## src/bing_pkg.sv

```systemverilog
// ----------------------------------------------------------------------------
// bing_pkg
// Shared constants, codes and types of the bilinear interpolation block.
// ----------------------------------------------------------------------------
package bing_pkg;

    // Grid sizes
    localparam int X_POINTS  = 64;
    localparam int Y_POINTS  = 64;
    localparam int XIW       = $clog2(X_POINTS);
    localparam int YIW       = $clog2(Y_POINTS);
    localparam int SRCH_N    = (X_POINTS > Y_POINTS) ? X_POINTS : Y_POINTS;
    localparam int CNTW      = $clog2(SRCH_N + 1);
    localparam int IMG_DEPTH = X_POINTS * Y_POINTS;
    localparam int IMG_AW    = $clog2(IMG_DEPTH);

    // Command queue
    localparam int QDEPTH = 4;
    localparam int QPW    = $clog2(QDEPTH);
    localparam int QCW    = $clog2(QDEPTH + 1);

    // Fraction format: 0..65536
    localparam int          FRACW    = 17;
    localparam logic [16:0] FRAC_ONE = 17'd65536;

    // Item kinds
    localparam logic [1:0] FUNC_LOAD_X = 2'd0;
    localparam logic [1:0] FUNC_LOAD_Y = 2'd1;
    localparam logic [1:0] FUNC_LOAD_I = 2'd2;
    localparam logic [1:0] FUNC_QUERY  = 2'd3;

    // Configuration register indexes
    localparam logic [2:0] CFG_CENTER_X = 3'd0;
    localparam logic [2:0] CFG_CENTER_Y = 3'd1;
    localparam logic [2:0] CFG_X_LOW    = 3'd2;
    localparam logic [2:0] CFG_X_HIGH   = 3'd3;
    localparam logic [2:0] CFG_Y_LOW    = 3'd4;
    localparam logic [2:0] CFG_Y_HIGH   = 3'd5;

    // Classified item passed from front to back
    typedef struct packed {
        logic [1:0]         func;
        logic [5:0]         col;
        logic [5:0]         row;
        logic signed [31:0] load_value;
        logic signed [32:0] vx;
        logic signed [32:0] vy;
        logic               in_range;
    } qent_t;

    // Queue status
    typedef struct packed {
        logic full;
        logic empty;
    } q_stat_t;

endpackage

```

## src/bing_queue.sv

```systemverilog
// ----------------------------------------------------------------------------
// bing_queue
// Short FIFO of classified items between front and back.
// ----------------------------------------------------------------------------
module bing_queue (
    input  logic              aclk,
    input  logic              aresetn,
    input  logic              push,
    input  bing_pkg::qent_t   wdata,
    input  logic              pop,
    output bing_pkg::qent_t   rdata,
    output bing_pkg::q_stat_t stat
);

    bing_pkg::qent_t                 mem_reg [bing_pkg::QDEPTH];
    logic [bing_pkg::QPW-1:0]        wp_reg, rp_reg;
    logic [bing_pkg::QCW-1:0]        cnt_reg;

    // Storage
    always_ff @(posedge aclk) begin
        if (push) begin
            mem_reg[wp_reg] <= wdata;
        end
    end

    // Pointers and fill level
    always_ff @(posedge aclk) begin
        if (!aresetn) begin
            wp_reg  <= '0;
            rp_reg  <= '0;
            cnt_reg <= '0;
        end else begin
            if (push) begin
                wp_reg <= (wp_reg == bing_pkg::QPW'(bing_pkg::QDEPTH - 1)) ? '0 : wp_reg + 1'b1;
            end
            if (pop) begin
                rp_reg <= (rp_reg == bing_pkg::QPW'(bing_pkg::QDEPTH - 1)) ? '0 : rp_reg + 1'b1;
            end
            cnt_reg <= cnt_reg + bing_pkg::QCW'(push) - bing_pkg::QCW'(pop);
        end
    end

    assign rdata      = mem_reg[rp_reg];
    assign stat.full  = (cnt_reg == bing_pkg::QCW'(bing_pkg::QDEPTH));
    assign stat.empty = (cnt_reg == '0);

endmodule

```

## config.mk

```make
export PLATFORM = sky130hd
export DESIGN_NAME = bing_queue
export DESIGN_NICKNAME = d
export VERILOG_FILES = /design/src/bing_pkg.sv /design/src/bing_queue.sv
export SDC_FILE = /design/constraint.sdc
export NUM_CORES = 1
export LEC_CHECK = 0
export BUFFER_PORTS_ARGS = -buffer_cell sky130_fd_sc_hd__buf_2
export CAP_MARGIN = 15
export CORE_MARGIN = 4
export CORE_UTILIZATION = 50
export DETAILED_ROUTE_END_ITERATION = 12
export HOLD_SLACK_MARGIN = 0.06
export PLACE_DENSITY = 0.76
export RECOVER_POWER = 100
export SYNTH_ARGS = -nofsm -noshare
export SYNTH_HDL_FRONTEND = slang
export SYNTH_SLANG_ARGS = --single-unit
```

## constraint.sdc

```tcl
create_clock -name aclk -period 10.9 [get_ports aclk]
set_input_delay 0 -clock aclk [delete_from_list [all_inputs] [get_ports aclk]]
set_output_delay 0 -clock aclk [all_outputs]
set_load 0.02 [all_outputs]
```

==> results by group <==
Detailed routing
  • Vias: around 8.0k
  • Highest metal layer with signal wires: met5
  • Met3 wire length: about 2100 µm
  • Initial DRC count: 621
  • Routed WL: between 30000 and 40000 µm
  • Met1 WL: 14000 µm
  • Router iterations before antenna repair: 5
  • Vias per cell: 5.39
  • DRC: 0
  • DR WL met2: 16000 µm
  • WL per Instance: approximately 22 µm
  • Detail Route Antenna Nets: 0

Synth
  • Synth Cell Area: about 17000 µm²
  • Ys flop type: edfxtp_1
  • Mapped Cells: between 600 and 700
  • #FFs+latches synth: ~460
  • Synthesis warning total: 0
  • Syn nets: 760
  • Asr flop ratio synth: 0%
  • Synth cell types: 20
  • EDFF count, synth: 452
  • Sequential fraction of the synthesis area: between 80% and 90%
  • Syn Area/Cell: 26.4 µm²

Timing
  • Hold Vio Cnt, Final: 0
  • # setup viols final: 0
  • Relative slew slack: -189%
  • Min Tclk post-route: around 6.6 ns
  • Total negative slack: 0 ns
  • Maximum achievable frequency: ~150 MHz
  • Final Cycle Share: 60.8%
  • RSZ-0062 raised after global routing: no
  • Slew Limit Fails: between 300 and 400
  • Setup Skew: 0.0139 ns
  • Slew of the pin with the lowest slew margin: approximately 4.3 ns

Layout
  • Layout cells sized above 1: ~20%
  • Largest register FFs: approximately 450
  • Synthesis-to-finish area growth: 23.1%
  • # nets final: approximately 1.1k
  • Antenna cells: 0

Worst setup path
  • Most used cell, CP: clkbuf_1
  • Slowest-stage cell, CP: clkbuf_1
  • CP max stage delay: around 3.0 ns
  • Critical path startpoint category: register
  • Req. time, crit path: between 10 and 15 ns
  • CP cell instances: clkbuf_1 > mux4_2 > clkbuf_1
  • Crit Path Max Fanout: 68
  • Setup CP Type: register to output pin
  • Critical Path AT: 6.62 ns
  • Crit. End Element: output pin

Global routing
  • Initial antenna violation count: 3
  • Vias in the first global route: 8407
  • First-pass GRT wire length: about 50000 µm
  • Largest net degree at the start of global routing: 69
  • Total gr overflow: 0
  • GRT Overall Usage: 17.9%

Run status
  • Failing checks: max-capacitance violations, max-slew violations
  • Outcome: finished, violations left

Pwr
  • Leak Pwr: 6.54 nW
  • Pwr Total: approximately 4 mW
  • Sequential power share: 52.2%
  • Sw Ratio: 21.7%
  • Power share of the clock group: 38.2%
  • PwrDens: roughly 190 nW/µm²
  • Max VDD drop: 0.130 mV
  • NetSw: approximately 860 µW
  • Power Internal: 3.08 mW
  • Comb pwr share: 9.7%

Placement
  • Port Buffers: between 200 and 250
  • GP Congestion: roughly 0.69
  • DP Wirelength: 18500 µm

Floorplan
  • Starting density of the core: around half
  • Total die area: ~37000 µm²
  • I/O pin count: ~230
  • Core ar.: ~33000 µm²
  • Die height: ~190 µm
  • Die W: 191 µm
  • Rows: 66

Clock network
  • Clock Sinks: about 460
  • Root Buffer: clkbuf_16
  • Maximum clock path buffer count: 3
  • CTS resizes: 0
  • CTS H-tree depth: 2
  • Clk Latency, worst-skew pair: about 0.53 ns
  • Total CTS buffers: 44
  • Clock slew at reported path FFs: approximately 0.060 ns
  • CTS tree: built

Job
  • Max-Cap Viols: 6

Min path
  • Hold Path Class: primary input to register
power groups by stage:
| stage | clock network [mW] | logic, mW | registers (mW) |
|---|---|---|---|
| 6_report | 1.51 | 0.381 | 2.06 |
| 5_1_grt | 1.63 | 0.407 | 2.06 |
| 4_1_cts | 1.54 | 0.397 | 2.05 |
| 3_5_place_dp | 0 | 0.361 | 2.09 |
| 3_3_place_gp | 0 | 0.356 | 2.08 |
| 2_1_floorplan | 0 | 0.239 | 2.08 |
per-stage QoR:
step | setup WS, ns | instance area [µm²] | std cells | utilization, % | hold WS, ns
after floorplan | 7.28 | 16800 | 635 | - | 0.0989
after global placement | 8.29 | 18400 | 1289 | 55.8 | 0.213
after detailed placement | 8.27 | 18400 | 1289 | 55.8 | 0.217
after CTS | 7.80 | 21000 | 1484 | 63.8 | 0.190
after global routing | 3.84 | 20700 | 1484 | 62.9 | 0.269
final | 4.28 | 20700 | 1484 | 62.9 | 0.269
placed cells by master, fill, tap and decap left out:
cell type | synthesis | routed
dfxtp_4 | 0 | 1
dfxtp_1 | 9 | 8
clkbuf_1 | 4 | 216
or3b_2 | 2 | 2
ha_1 | 7 | 7
and3_1 | 1 | 1
mux2i_1 | 2 | 2
nor2_1 | 3 | 3
fa_1 | 1 | 1
clkbuf_16 | 0 | 45
mux4_2 | 113 | 113
xor3_1 | 1 | 1
a21oi_1 | 2 | 2
dlygate4sd3_1 | 0 | 116
inv_6 | 0 | 1
nand2b_1 | 2 | 2
buf_2 | 12 | 23
nor3_1 | 1 | 1
and2_0 | 0 | 5
clkinv_1 | 0 | 10
inv_1 | 7 | 7
and2_1 | 6 | 1
clkinvlp_4 | 0 | 3
edfxtp_1 | 452 | 452
clkinv_2 | 0 | 7
buf_4 | 1 | 6
bufinv_16 | 0 | 6
routing by layer:
metal	up-vias	GRT usage, %
met4	6	3.65
met3	48	4.05
met2	274	28.2
met1	4194	26.5
met5	-	0
li1	3481	-
Yosys cell counts, types with 3 or more instances:
cell type	n	area (µm²)
nor2_1	3	11.3
dfxtp_1	9	180
mux4_2	113	2540
edfxtp_1	452	13600
and2_1	6	37.5
clkbuf_1	4	15.0
inv_1	7	26.3
ha_1	7	87.6
buf_2	12	60.1
buf_8	8	120
critical path, delay by kind of cell (launching register included):
kind / cells / cell delay [ns]
buffers and inverters: 2 / 3.29
DFF: 1 / 1.93
muxes: 1 / 0.75
worst paths after layout:
check	from	end	slack, ns	cells past startpoint
worst max-delay path	register	rdata[39]	4.28	3
worst min-delay path	wdata[0]	mem_reg[0][0]	0.27	2
worst max register to register	wp_reg[0]	mem_reg[0][107]	5.68	4
worst min register to register	rp_reg[0]	register	0.50	2
logic make-up after synthesis:
| family | after synthesis | synth area share (%) |
|---|---|---|
| XOR/XNOR | 1 | 0.142 |
| buffers and inverters | 33 | 1.43 |
| AO/OA/AOI/OAI | 2 | 0.0596 |
| multiplexers | 115 | 15.3 |
| flip-flops | 461 | 81.9 |
| adder cells (fa/ha/maj) | 8 | 0.641 |
| AND/OR/NAND/NOR | 15 | 0.537 |
final cells by class:
cell class              count  area, µm²
clock inverters            27        284
well taps                 442        553
inverters                   7       26.3
multi-input cells         141       2800
repair buffers            354       2110
clock buffers              52       1150
fillers                  2335      12200
flip-flops and latches    461      13800
timing repair:
action                    4_1_cts  5_1_grt
hold endpoints to repair      461        0
setup buffers                   0        0
hold buffers                  116        0
Note: power is estimated with default switching activity, not from simulation.
