### src/bing_pkg.sv
// ----------------------------------------------------------------------------
// bing_pkg
// Shared constants, codes and types of the bilinear interpolation block.
// ----------------------------------------------------------------------------
package bing_pkg;

    // Grid sizes
    localparam int X_POINTS  = 64;
    localparam int Y_POINTS  = 64;
    localparam int XIW       = $clog2(X_POINTS);
    localparam int YIW       = $clog2(Y_POINTS);
    localparam int SRCH_N    = (X_POINTS > Y_POINTS) ? X_POINTS : Y_POINTS;
    localparam int CNTW      = $clog2(SRCH_N + 1);
    localparam int IMG_DEPTH = X_POINTS * Y_POINTS;
    localparam int IMG_AW    = $clog2(IMG_DEPTH);

    // Command queue
    localparam int QDEPTH = 4;
    localparam int QPW    = $clog2(QDEPTH);
    localparam int QCW    = $clog2(QDEPTH + 1);

    // Fraction format: 0..65536
    localparam int          FRACW    = 17;
    localparam logic [16:0] FRAC_ONE = 17'd65536;

    // Item kinds
    localparam logic [1:0] FUNC_LOAD_X = 2'd0;
    localparam logic [1:0] FUNC_LOAD_Y = 2'd1;
    localparam logic [1:0] FUNC_LOAD_I = 2'd2;
    localparam logic [1:0] FUNC_QUERY  = 2'd3;

    // Configuration register indexes
    localparam logic [2:0] CFG_CENTER_X = 3'd0;
    localparam logic [2:0] CFG_CENTER_Y = 3'd1;
    localparam logic [2:0] CFG_X_LOW    = 3'd2;
    localparam logic [2:0] CFG_X_HIGH   = 3'd3;
    localparam logic [2:0] CFG_Y_LOW    = 3'd4;
    localparam logic [2:0] CFG_Y_HIGH   = 3'd5;

    // Classified item passed from front to back
    typedef struct packed {
        logic [1:0]         func;
        logic [5:0]         col;
        logic [5:0]         row;
        logic signed [31:0] load_value;
        logic signed [32:0] vx;
        logic signed [32:0] vy;
        logic               in_range;
    } qent_t;

    // Queue status
    typedef struct packed {
        logic full;
        logic empty;
    } q_stat_t;

endpackage

### src/bing_front.sv
// ----------------------------------------------------------------------------
// bing_front
// Configuration registers, item intake, centering and range check.
// ----------------------------------------------------------------------------
module bing_front (
    input  logic                  aclk,
    input  logic                  aresetn,
    input  logic                  cfg_valid,
    output logic                  cfg_ready,
    input  logic [2:0]            cfg_index,
    input  logic [31:0]           cfg_data,
    input  logic                  s_valid,
    output logic                  s_ready,
    input  logic [1:0]            s_func,
    input  logic [5:0]            s_column_index,
    input  logic [5:0]            s_row_index,
    input  logic signed [31:0]    s_load_value,
    input  logic signed [31:0]    s_point_x,
    input  logic signed [31:0]    s_point_y,
    input  bing_pkg::q_stat_t     q_stat,
    output logic                  q_push,
    output bing_pkg::qent_t       q_wdata
);

    logic signed [31:0] cx_reg, cy_reg, xlo_reg, xhi_reg, ylo_reg, yhi_reg;
    logic signed [32:0] vx, vy;
    logic               x_in, y_in;

    assign cfg_ready = 1'b1;

    // Configuration writes
    always_ff @(posedge aclk) begin
        if (!aresetn) begin
            cx_reg  <= '0;
            cy_reg  <= '0;
            xlo_reg <= '0;
            xhi_reg <= '0;
            ylo_reg <= '0;
            yhi_reg <= '0;
        end else if (cfg_valid) begin
            case (cfg_index)
                bing_pkg::CFG_CENTER_X: cx_reg  <= cfg_data;
                bing_pkg::CFG_CENTER_Y: cy_reg  <= cfg_data;
                bing_pkg::CFG_X_LOW:    xlo_reg <= cfg_data;
                bing_pkg::CFG_X_HIGH:   xhi_reg <= cfg_data;
                bing_pkg::CFG_Y_LOW:    ylo_reg <= cfg_data;
                bing_pkg::CFG_Y_HIGH:   yhi_reg <= cfg_data;
                default: ;
            endcase
        end
    end

    // Centering and range check (signed compares)
    always_comb begin
        vx   = {s_point_x[31], s_point_x} - {cx_reg[31], cx_reg};
        vy   = {s_point_y[31], s_point_y} - {cy_reg[31], cy_reg};
        x_in = (vx >= $signed({xlo_reg[31], xlo_reg})) &&
               (vx <= $signed({xhi_reg[31], xhi_reg}));
        y_in = (vy >= $signed({ylo_reg[31], ylo_reg})) &&
               (vy <= $signed({yhi_reg[31], yhi_reg}));
    end

    assign s_ready = !q_stat.full;
    assign q_push  = s_valid && s_ready;

    always_comb begin
        q_wdata.func       = s_func;
        q_wdata.col        = s_column_index;
        q_wdata.row        = s_row_index;
        q_wdata.load_value = s_load_value;
        q_wdata.vx         = vx;
        q_wdata.vy         = vy;
        q_wdata.in_range   = x_in && y_in;
    end

endmodule

### config.mk
export PLATFORM = sky130hd
export DESIGN_NAME = bing_front
export DESIGN_NICKNAME = d
export VERILOG_FILES = /design/src/bing_pkg.sv /design/src/bing_front.sv
export SDC_FILE = /design/constraint.sdc
export NUM_CORES = 1
export LEC_CHECK = 0
export BUFFER_PORTS_ARGS = -buffer_cell sky130_fd_sc_hd__buf_4
export CAP_MARGIN = 10
export CORE_UTILIZATION = 61
export DETAILED_ROUTE_END_ITERATION = 8
export GPL_ROUTABILITY_DRIVEN = 0
export PLACE_DENSITY = 0.89
export SETUP_SLACK_MARGIN = 0.05
export SLEW_MARGIN = 20
export SYNTH_ARGS = -nofsm -noshare
export SYNTH_HDL_FRONTEND = slang
export SYNTH_SLANG_ARGS = --single-unit
### constraint.sdc
create_clock -name aclk -period 6.65 [get_ports aclk]
set_input_delay 0.3325 -clock aclk [delete_from_list [all_inputs] [get_ports aclk]]
set_output_delay 0.3325 -clock aclk [all_outputs]
set_load 0.05 [all_outputs]
==> impl_metrics.yaml <==
outcome:
  status: "completed"
synthesis:
  synth_mux_area_frac: 0.0008039
  synth_compound_area_frac: 0.2328
  synth_edf_count: 0
  synth_fp_nets: 2172
  syn_avg_cell_area_sq_um: 7.684
  synth_area_leaders: "dfxtp_1 27%, ha_1 18%, nand2_1 11%"
  synth_warnings: 0
  ys_seq_elements: 192
  synthXorXnorAreaFrac: 0.03564
  yosysTopAreaCell: "dfxtp_1"
  syn_inst: 1823
  syn_area_sq_um: 14010
  synth_cell_type_count: 67
  synth_flop_cell: "dfxtp_1"
  synth_top_family_by_area: "compound AO/OA/AOI/OAI gates"
  synth-adder-area-share: 0.1779
  yosys.area.top_type_share: 0.2744
  ys_seq_area_frac: 0.2744
  async_reset_ff_frac: 0
  synthSimpleGateAreaFrac: 0.1797
clocking:
  path_clk_slew_ns: 0.08
  cts_resized: 0
  cts-htree-levels: 4
  insertion_delay_ns: 0.44
  cts.path.max_buffers: 2
  cts.sinks: 192
  post_cts_buffers: 0
  cts_made_buffers: 17
  cts-root-buf: "clkbuf_16"
  cts_tree: "built"
  hold_buffers: 0
pwr:
  total_power_uw: 3387
  p_per_area_nw_per_um2: 215.3
  leakagePower_uw: 0.006087
  vdd_ir_drop_max_uv: 228.6
detailed_routing:
  drc: 0
  dr.first_iter.drc_count: 1092
  drt-pass1-iter-count: 6
  drt_wl_total_microns: 36680
  vias_per_cell: 5.843
  avgRoutedWirePerCell_microns: 16.60
  dr_total_vias: 12910
  final_antenna_net_count: 0
die:
  die_h_microns: 153.5
  start_util: 0.6206
  die_w_microns: 153.5
  rows: 55
  dieArea_sq_um: 23570
  core-area_sq_um: 22570
  io_pins: 267
timing:
  setup_viol: 0
  drv_slew: 0
  setup-tns-final_ns: 0
  hold_viol: 0
  worstMarginPinSlew_ns: 1.037
  period_share: 0.8751
  slew_headroom: 0.3087
  rsz0062_at_grt: "no"
  layout_min_cycle_time_ns: 5.819
  fin_skew_ns: 0
  fmax_ghz: 0.1718
placement:
  dp_hpwl_microns: 27150
  dpl-instance-area_sq_um: 15130
  portBuffers: 172
worst_setup_path:
  critical_path.top_delay_family: "compound AO/OA/AOI/OAI gates"
  worstSetupPathType: "flop to output pin"
  worst_path_largest_cell_delay_ns: 0.49
  critPathRequiredTime_ns: 6.32
  end_kind: "output pin"
  arrival_ns: 5.49
  critPathBufInv: 2
  crit_top_cell: "a21oi_1"
  cp_max_fo: 3
  slowest_stage: "a2111oi_2"
  cp-start-kind: "flop"
  crit_chain: "ha_1 > inv_1 > fa_1 > a21o_1 > nand4_1 > nand3b_1 > a21o_1 > a31oi_1 > nor2_1 > a2111oi_2 > a21oi_1 > xor2_1 > ha_1 > a21oi_1 > nor2b_1 > o21ai_0 > a21oi_1 > a21oi_1 > a21oi_1 > a211oi_1 > and4_1 > buf_4"
cells_and_area:
  nets: 2259
  drive_above_1_share: 0.1206
  area_delta_synth_final_pct: 12.30
  finalInstanceArea_sq_um: 15730
  n_fill_cell: 1758
global_routing:
  grt_pass1_wl_microns: 59570
  grt_pass1_vias: 12640
  antenna_found_initial: 1
  grt_max_degree: 193
  grt_overflow: 0
  grt.total_usage: 0.3129
job:
  max-cap-violations: 0
worst_hold_path:
  worst_hold_path_type: "input port to flop"
==> metal layers <==
layer	GRT usage	vias up	part of all wire
met1	0.3777	6009	0.41
met2	0.5457	518	0.48
met5	0	-	0.00038
met3	0.05158	111	0.078
li1	-	6268	-
met4	0.1400	2	0.035
==> logic make-up (layout without fill, tap and decap cells) <==
logic type,Yosys count,in the layout
AOI/OAI and AO/OA,465,465
muxes,1,1
xor gates and xnor gates,57,57
and+or+nand+nor,589,589
buffers and inverters,320,420
adders and majority gates,198,198
other,1,2
DFF,192,192
==> metrics by stage <==
step                      hold slack, ns  instances    util  setup WS [ns]
after floorplan                   0.4435       1823       -          1.500
after CTS                         0.1751       2208  0.6967         0.8500
final                             0.1872       2209  0.6970         0.8309
after global placement            0.4530       2176  0.6702          1.394
after global routing              0.1839       2208  0.6968         0.5438
after detailed placement          0.4596       2176  0.6703          1.310
==> power by group <==
group / internal, uW / switching, uW / leakage, uW
combinational: 433 / 735 / 0.00425
clock: 505 / 529 / 0.000279
sequential: 1170 / 12.3 / 0.00155
total: 2110 / 1280 / 0.00609
==> worst paths after layout <==
kind	start	endpoint	slack, ns	depth (start not counted)
max	cy_reg[0]	q_wdata[0]	0.83	22
min	cfg_data[31]	cy_reg[31]	0.19	3
max reg2reg	yhi_reg[28]	yhi_reg[28]	5.94	2
min reg2reg	cy_reg[15]	cy_reg[15]	0.47	2
==> synth_stat cells, types with 32 or more instances <==
cell,count
o21ai_0,32
nand4_1,34
a21boi_0,192
a21o_1,75
ha_1,196
nor2_1,46
inv_1,207
nand2_1,415
a21oi_1,80
buf_4,47
xnor2_1,40
dfxtp_1,192
clkbuf_1,64
==> worst min-delay path, cell delays in order <==
cell and delay, ns:
buf_4 0.14, nand2_1 0.05, a21boi_0 0.06
==> layout by cell type, fill, tap and decap left out, drive strengths merged, types with 9 or more instances in the layout <==
cell	count
buf	180
o21a	9
o21ai	38
a31oi	9
nor2	46
nor2b	19
clkbuf	18
dfxtp	192
nand4	34
inv	213
nand3	25
a21boi	193
xnor2	40
a21oi	82
nand2b	11
and3	9
o21bai	10
nand2	415
a21o	76
ha	196
xor2	17
==> area by class of cell <==
| type | count | area, sq um | area share |
|---|---|---|---|
| clock inverters | 15 | 170.2 | 0.01082 |
| inverters | 207 | 777.0 | 0.04939 |
| multi-input cells | 1311 | 8791 | 0.5588 |
| flip-flops and latches | 192 | 3844 | 0.2443 |
| well taps | 285 | 356.6 | 0.02267 |
| clock buffers | 17 | 425.4 | 0.02704 |
| repair buffers | 181 | 1365 | 0.08677 |
| diodes | 1 | 2.502 | 0.0001591 |
(Power assumes the default switching activity.)
